File: config.mk
export PLATFORM = sky130hd
export DESIGN_NAME = modular_exponentiation
export DESIGN_NICKNAME = d
export VERILOG_FILES = /design/src/rtl/modexp_pkg.sv /design/src/rtl/modular_exponentiation.sv /design/src/rtl/modexp_mulmod.sv
export SDC_FILE = /design/constraint.sdc
export NUM_CORES = 1
export LEC_CHECK = 0
export CORE_AREA = 2 2 124 216
export CTS_CLUSTER_SIZE = 8
export DETAILED_ROUTE_END_ITERATION = 10
export DIE_AREA = 0 0 126 218
export DONT_BUFFER_PORTS = 1
export HOLD_SLACK_MARGIN = 0.03
export PLACE_DENSITY = 0.82
export RECOVER_POWER = 25
export SYNTH_ARGS = -nofsm -noshare
export SYNTH_HDL_FRONTEND = slang
export SYNTH_HIERARCHICAL = 1
export SYNTH_SLANG_ARGS = --single-unit
File: constraint.sdc
create_clock -name i_clk -period 19.34 [get_ports i_clk]
set_input_delay 2.901 -clock i_clk [delete_from_list [all_inputs] [get_ports i_clk]]
set_output_delay 2.901 -clock i_clk [all_outputs]
set_load 0.02 [all_outputs]
File: src/rtl/modexp_pkg.sv
package modexp_pkg;

    localparam int EXP_BITS  = 32;
    localparam int MOD_BITS  = 31;
    localparam int BASE_BITS = 32;

    // The shared multiplier consumes one multiplier bit per cycle.
    localparam int MUL_STEPS = BASE_BITS;
    localparam int MUL_CNT_W = $clog2(MUL_STEPS);
    localparam int EXP_CNT_W = $clog2(EXP_BITS);

    localparam logic [MOD_BITS-1:0] MODULUS_RESET = MOD_BITS'(1000000007);

endpackage

File: src/rtl/modular_exponentiation.sv
// Channel       | Direction | Signals                          | Handshake
// --------------+-----------+----------------------------------+---------------------------
// request       | in        | i_base, i_exponent               | start & !busy
// result        | out       | o_power                          | o_power_valid, one cycle
// configuration | in        | i_cfg_wdata                      | i_cfg_we
//
// Each transaction is handled alone. The base is first reduced modulo the modulus,
// then every one of the 32 exponent bits costs a modular square and, for a set bit,
// a modular multiply. Every modular operation runs on the single bit-serial
// multiplier, one after another. A zero exponent, or a modulus below two, is answered
// without the multiplier, in the cycle after start is accepted.
// Reset is synchronous and active low and restores the modulus to 1000000007.
// The receiver cannot stall: the result is shown for exactly one cycle.
module modular_exponentiation (
    input  logic                               i_clk,
    input  logic                               i_rst_n,
    input  logic                               start,
    output logic                               busy,
    input  logic [modexp_pkg::BASE_BITS-1:0]   i_base,
    input  logic [modexp_pkg::EXP_BITS-1:0]    i_exponent,
    output logic                               o_power_valid,
    output logic [modexp_pkg::MOD_BITS-1:0]    o_power,
    input  logic                               i_cfg_we,
    input  logic [modexp_pkg::MOD_BITS-1:0]    i_cfg_wdata
);

    typedef enum logic [1:0] {
        S_IDLE,
        S_REDUCE,
        S_SQUARE,
        S_MULT
    } t_state;

    t_state                             r_state;
    logic [modexp_pkg::MOD_BITS-1:0]    r_modulus;
    logic [modexp_pkg::BASE_BITS-1:0]   r_base_in;
    logic [modexp_pkg::MOD_BITS-1:0]    r_base;
    logic [modexp_pkg::EXP_BITS-1:0]    r_exp;
    logic [modexp_pkg::EXP_CNT_W-1:0]   r_bit;
    logic [modexp_pkg::MOD_BITS-1:0]    r_acc;
    logic                               r_go;
    logic                               r_valid;
    logic [modexp_pkg::MOD_BITS-1:0]    r_power;

    logic [modexp_pkg::BASE_BITS-1:0]   mm_x;
    logic [modexp_pkg::MOD_BITS-1:0]    mm_y;
    logic                               mm_done;
    logic [modexp_pkg::MOD_BITS-1:0]    mm_p;
    logic                               accept;

    assign accept = start && (r_state == S_IDLE);

    // The multiplier operands follow the step in hand. Reducing the base is a
    // multiply by one, which needs the modulus to be at least two.
    always_comb begin
        unique case (r_state)
            S_REDUCE: begin
                mm_x = r_base_in;
                mm_y = modexp_pkg::MOD_BITS'(1);
            end
            S_SQUARE: begin
                mm_x = modexp_pkg::BASE_BITS'(r_acc);
                mm_y = r_acc;
            end
            S_MULT: begin
                mm_x = modexp_pkg::BASE_BITS'(r_acc);
                mm_y = r_base;
            end
            default: begin
                mm_x = r_base_in;
                mm_y = r_acc;
            end
        endcase
    end

    modexp_mulmod u_mulmod (
        .i_clk   (i_clk),
        .i_rst_n (i_rst_n),
        .i_start (r_go),
        .i_x     (mm_x),
        .i_y     (mm_y),
        .i_m     (r_modulus),
        .o_done  (mm_done),
        .o_p     (mm_p)
    );

    always_ff @(posedge i_clk) begin
        if (!i_rst_n) begin
            r_state   <= S_IDLE;
            r_modulus <= modexp_pkg::MODULUS_RESET;
            r_go      <= 1'b0;
            r_valid   <= 1'b0;
        end else begin
            r_go    <= 1'b0;
            r_valid <= 1'b0;
            if (i_cfg_we) begin
                r_modulus <= i_cfg_wdata;
            end
            unique case (r_state)
                S_IDLE: begin
                    if (accept) begin
                        r_base_in <= i_base;
                        r_exp     <= i_exponent;
                        r_bit     <= modexp_pkg::EXP_CNT_W'(modexp_pkg::EXP_BITS - 1);
                        r_acc     <= modexp_pkg::MOD_BITS'(1);
                        if (i_exponent == '0) begin
                            // A zero exponent gives one whatever the modulus.
                            r_valid <= 1'b1;
                            r_power <= modexp_pkg::MOD_BITS'(1);
                        end else if (r_modulus[modexp_pkg::MOD_BITS-1:1] == '0) begin
                            // A modulus of zero or one reduces everything to zero.
                            r_valid <= 1'b1;
                            r_power <= '0;
                        end else begin
                            r_state <= S_REDUCE;
                            r_go    <= 1'b1;
                        end
                    end
                end
                S_REDUCE: begin
                    if (mm_done) begin
                        r_base  <= mm_p;
                        r_state <= S_SQUARE;
                        r_go    <= 1'b1;
                    end
                end
                S_SQUARE: begin
                    if (mm_done) begin
                        r_acc <= mm_p;
                        if (r_exp[modexp_pkg::EXP_BITS-1]) begin
                            r_state <= S_MULT;
                            r_go    <= 1'b1;
                        end else if (r_bit == '0) begin
                            r_state <= S_IDLE;
                            r_valid <= 1'b1;
                            r_power <= mm_p;
                        end else begin
                            r_bit <= r_bit - 1'b1;
                            r_exp <= {r_exp[modexp_pkg::EXP_BITS-2:0], 1'b0};
                            r_go  <= 1'b1;
                        end
                    end
                end
                S_MULT: begin
                    if (mm_done) begin
                        r_acc <= mm_p;
                        if (r_bit == '0) begin
                            r_state <= S_IDLE;
                            r_valid <= 1'b1;
                            r_power <= mm_p;
                        end else begin
                            r_bit   <= r_bit - 1'b1;
                            r_exp   <= {r_exp[modexp_pkg::EXP_BITS-2:0], 1'b0};
                            r_state <= S_SQUARE;
                            r_go    <= 1'b1;
                        end
                    end
                end
                default: begin
                    r_state <= S_IDLE;
                end
            endcase
        end
    end

    assign busy          = (r_state != S_IDLE);
    assign o_power_valid = r_valid;
    assign o_power       = r_power;

endmodule

File: src/rtl/modexp_mulmod.sv
// Bit-serial modular multiplier: p = (x * y) mod m, with y < m.
module modexp_mulmod (
    input  logic                               i_clk,
    input  logic                               i_rst_n,
    input  logic                               i_start,
    input  logic [modexp_pkg::BASE_BITS-1:0]   i_x,
    input  logic [modexp_pkg::MOD_BITS-1:0]    i_y,
    input  logic [modexp_pkg::MOD_BITS-1:0]    i_m,
    output logic                               o_done,
    output logic [modexp_pkg::MOD_BITS-1:0]    o_p
);

    logic                               r_busy;
    logic [modexp_pkg::MUL_CNT_W-1:0]   r_cnt;
    logic [modexp_pkg::BASE_BITS-1:0]   r_x;
    logic [modexp_pkg::MOD_BITS-1:0]    r_y;
    logic [modexp_pkg::MOD_BITS-1:0]    r_acc;
    logic                               r_done;

    logic [modexp_pkg::MOD_BITS:0]      dbl;
    logic [modexp_pkg::MOD_BITS-1:0]    dbl_red;
    logic [modexp_pkg::MOD_BITS:0]      sum;
    logic [modexp_pkg::MOD_BITS-1:0]    n_acc;

    // Horner step: acc = 2*acc + bit*y, brought back below m after each add.
    always_comb begin
        dbl = {r_acc, 1'b0};
        if (dbl >= {1'b0, i_m}) begin
            dbl_red = modexp_pkg::MOD_BITS'(dbl - {1'b0, i_m});
        end else begin
            dbl_red = dbl[modexp_pkg::MOD_BITS-1:0];
        end
        sum = {1'b0, dbl_red} + (r_x[modexp_pkg::BASE_BITS-1] ? {1'b0, r_y} : '0);
        if (sum >= {1'b0, i_m}) begin
            n_acc = modexp_pkg::MOD_BITS'(sum - {1'b0, i_m});
        end else begin
            n_acc = sum[modexp_pkg::MOD_BITS-1:0];
        end
    end

    always_ff @(posedge i_clk) begin
        if (!i_rst_n) begin
            r_busy <= 1'b0;
            r_done <= 1'b0;
            r_cnt  <= '0;
        end else begin
            r_done <= 1'b0;
            if (r_busy) begin
                r_acc <= n_acc;
                r_x   <= {r_x[modexp_pkg::BASE_BITS-2:0], 1'b0};
                r_cnt <= r_cnt - 1'b1;
                if (r_cnt == '0) begin
                    r_busy <= 1'b0;
                    r_done <= 1'b1;
                end
            end else if (i_start) begin
                r_busy <= 1'b1;
                r_cnt  <= modexp_pkg::MUL_CNT_W'(modexp_pkg::MUL_STEPS - 1);
                r_x    <= i_x;
                r_y    <= i_y;
                r_acc  <= '0;
            end
        end
    end

    assign o_done = r_done;
    assign o_p    = r_acc;

endmodule
# Word level (Yosys, flattened, before mapping)
# Index checks and enable logic that the tools add are counted.
[op_classes]
addsub = 5
n_mul = 0
n_div = 0
order_cmp = 2
eq_ne = 15
shift = 0
n_mux = 66
bitwise_logic = 1
reduce_logical = 22
[ops]
columns = ["cell", "n"]
rows = [
  ["$mux 31", 14],
  ["$mux 32", 9],
  ["$pmux 31 s2", 2],
  ["$pmux 32 s3", 1],
  ["$pmux 31 s3", 1],
  ["$ge 32x31->1", 2],
  ["$sub 31x31->31", 2],
  ["$mux 5", 7],
  ["$add 31x31->32", 1],
  ["$logic_not 32->1", 1],
  ["$logic_not 30->1", 1],
  ["$mux 1", 19],
  ["$mux 2", 9],
  ["$pmux 5 s3", 1],
  ["$reduce_and 7->1", 2],
  ["$ne 2x2->1 const B", 6],
  ["$reduce_and 6->1", 2],
  ["$logic_not 5->1", 2],
  ["$sub 5x1->5 const B", 2],
  ["$reduce_and 3->1", 3],
  ["$ne 2x1->1 const B", 4],
  ["$pmux 2 s4", 1],
  ["$reduce_and 8->1", 1],
  ["$reduce_bool 2->1", 3],
  ["13 further kinds", 15],
]
[totals]
reg_bits = 298
latchBits = 0
ram_bits = 0
mem_bits_ro = 0
in_bits = 99
output_inout_bits = 33
mem_count = 0

# Logic depth before layout (Yosys ltp)
[depth]
depth_word = 6
ltp_mapped = 34

# Modules after synthesis
# Netlist, hierarchy kept.
[by_module_without_submodules]
columns = ["module", "instances", "cells_per_inst", "area_each_um2", "seq_area_each_um2"]
rows = [
  ["modexp_mulmod", 1, 954, 9177.6, 2962.8],
  ["modular_exponentiation", 1, 523, 7832.5, 5565.3],
]

# Least setup slack after synthesis
# Ideal clock, no wire load.
[synth_path]
kind = "register to register"
from = "register r_modulus[0] (netlist bit)"
to = "register u_mulmod.r_acc, in the netlist u_mulmod/o_p[27] (data pin)"
setup_time_ns = 0.261
arrival_ns = 7.149
setup_slack_ns = 11.930
path_stages_with_launch = 32
n_path_buf = 1
cell_sequence = "dfxtp_1 inv_1 fa_1 a21o_1 a221o_1 o31a_1 a2111oi_2 nand4b_1 o21ai_1 a21oi_2 o21a_4 buf_6 mux2_1 ha_1 a211oi_1 o21bai_1 o2111ai_1 nor4bb_1 nor2_1 or3_1 a21oi_1 xnor2_1 ha_1 and4_1 a221oi_1 nor3b_1 a21oi_1 a21oi_1 o21ai_0 mux2i_1 or3_1 o311a_1"
[synth_between]
elab_chain_cells = 6
elab_cells_between_ends = 8
[synth_rtl]
columns = ["element", "line", "text"]
rows = [
  ["from (decl)", "modular_exponentiation.sv:35", "logic [modexp_pkg::MOD_BITS-1:0] r_modulus;"],
  ["from (signal assigned)", "modular_exponentiation.sv:90", "r_modulus <= modexp_pkg::MODULUS_RESET;"],
  ["from (signal assigned)", "modular_exponentiation.sv:97", "r_modulus <= i_cfg_wdata;"],
  ["$sub 31x31->31 / $ge 32x31->1 (equally long branches)", "modexp_mulmod.sv:29, modexp_mulmod.sv:28", ""],
  ["$mux 31", "modexp_mulmod.sv:28", "if (dbl >= {1'b0, i_m}) begin"],
  ["$add 31x31->32", "modexp_mulmod.sv:33", "sum = {1'b0, dbl_red} + (r_x[modexp_pkg::BASE_BITS-1] ? {1'b0, r_y} : '0);"],
  ["$sub 31x31->31 / $ge 32x31->1 (equally long branches)", "modexp_mulmod.sv:35, modexp_mulmod.sv:34", ""],
  ["$mux 31 (*)", "modexp_mulmod.sv:34", "if (sum >= {1'b0, i_m}) begin"],
  ["$mux 31 (*)", "modexp_mulmod.sv:48", "if (r_busy) begin"],
  ["to (signal assigned)", "modexp_mulmod.sv:49", "r_acc <= n_acc;"],
  ["to (decl)", "modexp_mulmod.sv:17", "logic [modexp_pkg::MOD_BITS-1:0] r_acc;"],
]
# Every way passes the cells marked *; elsewhere a longest branch is shown, timed or not.
# A chain may end at the register's enable or synchronous reset.

# Worst setup path after layout
[layout_path]
from = "register r_modulus[1] (netlist bit)"
to = "register u_mulmod.r_acc, in the netlist u_mulmod/o_p[4] (data pin)"
# The elaborated chain is that of the path after synthesis.

==> results_dict.tcl <==
set metrics [dict create \
    fin_area_sq_um 18500 \
    die_h_um 218 \
    antenna_left 0 \
    max_slew_margin -0.835 \
    ys_ff_latch 298 \
    syn_to_final_growth_pct 8.94 \
    grt_pass1_wl_um 64500 \
    synth_xor_area_frac 0.0407 \
    drive_gt1_frac 0.105 \
    skew_ns 0.0201 \
    die_area_sq_um 27500 \
    powerDensity_nw_per_um2 118 \
    fin_tns_setup_ns 0 \
    routed_wl_um 41500 \
    diodes 0 \
    power_w 0.00219 \
    grt_use_total 0.299 \
    drt-pass1-iter-count 6 \
    clock_latency_ns 0.55 \
    rsz0062_at_grt "no" \
    drcViolationCount 0 \
    synth_nets 1676 \
    drtIter0Drc 861 \
    hold_viol 0 \
    ys_seq_area_frac 0.501 \
    critPathRequiredTime_ns 19.63 \
    path_max_fanout 33 \
    synth_edf_count 256 \
    slew_viol_final 60 \
    synth-adder-area-share 0.0749 \
    synth_top_family_by_area "compound AO/OA/AOI/OAI gates" \
    hold_slack_ns 0.500 \
    wl_per_cell_um 22.6 \
    period_share 0.481 \
    fillers 1768 \
    vdd_ir_drop_max_mv 0.105 \
    cts_resized 0 \
    power.leakage_nw 7.16 \
    gp_congestion 0.954 \
    critical-path-max-stage-delay_ns 0.69 \
    violations "capacitance limit, slew limit" \
    synth_compound_area_frac 0.140 \
    multi_input_area_sq_um 7990 \
    cts_tree "done" \
    hp-class "flip-flop to flip-flop" \
    cts_setup_buffers 0 \
    cts_root_buffer "clkbuf_16" \
    synthMuxAreaShare 0.0968 \
    io_buffers 0 \
    synth_top_flop_cell "edfxtp_1" \
    design.core.area_sq_um 25800 \
    syn-instance-count 1477 \
    cts_made_buffers 43 \
    cap_violations 1 \
    syn_area_per_cell_sq_um 11.5 \
    final_nets 1682 \
    cts_hold_buf 0 \
    hpwlAfterDp_um 30200 \
    die_x_um 126 \
    end_kind "flip-flop" \
    period_minus_slack_ns 9.31 \
    cts_buffer_depth 3 \
    overflow 0 \
    initial_core_util 0.660 \
    grt_max_degree 60 \
    synthDistinctLibCells 77 \
    setup_viol 0 \
    status "finished with violations" \
    row_count 78 \
    async_reset_ff_frac 0 \
    vias_per_cell 6.45 \
    cts_sinks 298 \
    syn_area_sq_um 17000 \
    worst_path_max_delay_cell "nor4bb_1" \
    grt_pass1_vias 12100 \
    fmax_ghz 0.107 \
    seq_area_sq_um 8530 \
    arrival_ns 9.60 \
    antenna_found_initial 0 \
    cts.reportedPaths.clkPinSlew_ns 0.05 \
    worst_slew_pin_slew_ns 2.75 \
    worst_setup_path_start_kind "flip-flop" \
    htree_levels 2 \
    yosys_warnings 6 \
    ioPinCount 132 \
    synthSimpleGateAreaFrac 0.116 \
    crit_type "flip-flop to flip-flop" \
    dr_total_vias 11800 \
    postPlaceCellArea_sq_um 17300 \
]
-- sequential cells by signal, indices dropped and copies added, names as in the netlist, 2 cells and up --
signal and cells:
o_power 31, r_acc 31, r_base 31, r_base_in 32
r_bit 5, r_exp 32, r_modulus 31, r_state 2
u_mulmod/o_p 31, u_mulmod/r_cnt 5, u_mulmod/r_x 32, u_mulmod/r_y 31
-- synthesized netlist by cell type (5+ instances only) --
cell type    n  share of area
nand4_1     16         0.0059
a211oi_1    12         0.0053
nor2b_1     27         0.0099
dfxtp_1     42          0.049
nand2b_1    11         0.0040
inv_1       72          0.016
mux2i_1     61          0.036
o21ai_0     66          0.019
buf_2       10         0.0029
o31ai_1     12         0.0053
a31oi_1      5         0.0018
nor4_1      18         0.0066
or3_1        8         0.0029
mux2_2      70          0.046
and3_1       7         0.0026
o21a_1      10         0.0044
nor2_1      81          0.018
nand3_1     25         0.0074
ha_1        97          0.071
xnor2_1     51          0.026
a22o_1      47          0.024
or2_2        8         0.0029
o21bai_1    11         0.0049
edfxtp_1   256           0.45
nand2_1     67          0.015
a21boi_0     6         0.0026
nor3_1      20         0.0059
and2_1      69          0.025
a21oi_1     87          0.026
clkbuf_1    27         0.0060
mux2_1      22          0.015
o211ai_1     5         0.0022
buf_6        6         0.0040
a21o_1      41          0.018
xor2_1      28          0.014
-- area by class of cell --
class / count / area share
clock inverter: 4 / 0.00311
clock buffer: 76 / 0.0647
timing repair buffer: 11 / 0.00425
inverter: 73 / 0.0148
tap: 320 / 0.0216
sequential: 298 / 0.460
multi-input combinational: 1056 / 0.431
-- final timing paths --
check	from	to	slack (ns)	cells after the start
min reg2reg	r_modulus[25]	r_modulus[25]	0.50	2
min	r_modulus[25]	r_modulus[25]	0.50	2
max	r_modulus[1]	u_mulmod/o_p[4]	10.03	31
max reg2reg	r_modulus[1]	u_mulmod/o_p[4]	10.03	31
-- cells by family after synthesis --
| family | after synthesis |
|---|---|
| AOI/OAI and AO/OA | 350 |
| DFF | 298 |
| buffers and inverters | 123 |
| xor gates and xnor gates | 79 |
| and+or+nand+nor | 374 |
| muxes | 153 |
| adders and majority gates | 100 |
-- where the power goes --
| group | internal [W] | leakage [nW] | total [W] | switching [W] |
|---|---|---|---|---|
| Combinational | 0.000315 | 3.84 | 0.000729 | 0.000414 |
| Clock | 0.000421 | 0.597 | 0.000699 | 0.000278 |
| Sequential | 0.000738 | 2.72 | 0.000759 | 0.0000210 |
| Total | 0.00147 | 7.16 | 0.00219 | 0.000713 |
-- layer usage --
metal  track usage  part of all wire  routed length [um]  vias up
met5             0                 0                   0        -
met4         0.109             0.032                1330        0
met3        0.0383             0.060                2480       87
met2         0.542              0.52               21500      462
met1         0.364              0.39               16200     5734
li1              -                 -                   -     5566
-- worst max-delay path, delay by kind of cell, from the launching register on --
family,cells,cell delay (ns)
AO/OA/AOI/OAI,18,4.76
AND/OR/NAND/NOR,5,1.14
adder cells (fa/ha/maj),3,1.10
multiplexers,2,0.70
buffers and inverters,2,0.60
flip-flops,1,0.41
XOR/XNOR,1,0.26
-- metrics by stage --
stage	cells	util	setup WS [ns]
2_1_floorplan	1477	-	11.93
3_3_place_gp	1758	0.671	10.40
3_5_place_dp	1758	0.671	10.20
4_1_cts	1838	0.719	10.18
5_1_grt	1838	0.719	9.62
6_report	1838	0.719	10.03
-- cell usage in the layout (no fill, tap or decap), drive strengths merged, types with 6 or more instances in the layout --
master,count
edfxtp,256
ha,97
mux2,92
a21oi,89
nor2,81
clkbuf,77
inv,76
and2,71
o21ai,70
nand2,67
mux2i,61
xnor2,51
a22o,47
dfxtp,42
a21o,41
xor2,28
nor2b,27
nand3,25
nor3,20
nor4,18
nand4,16
o31ai,13
a211oi,12
nand2b,11
o21bai,11
o21a,11
buf,10
or2,8
or3,8
and3,7
a21boi,6
Power figures use the tool's default switching activity.
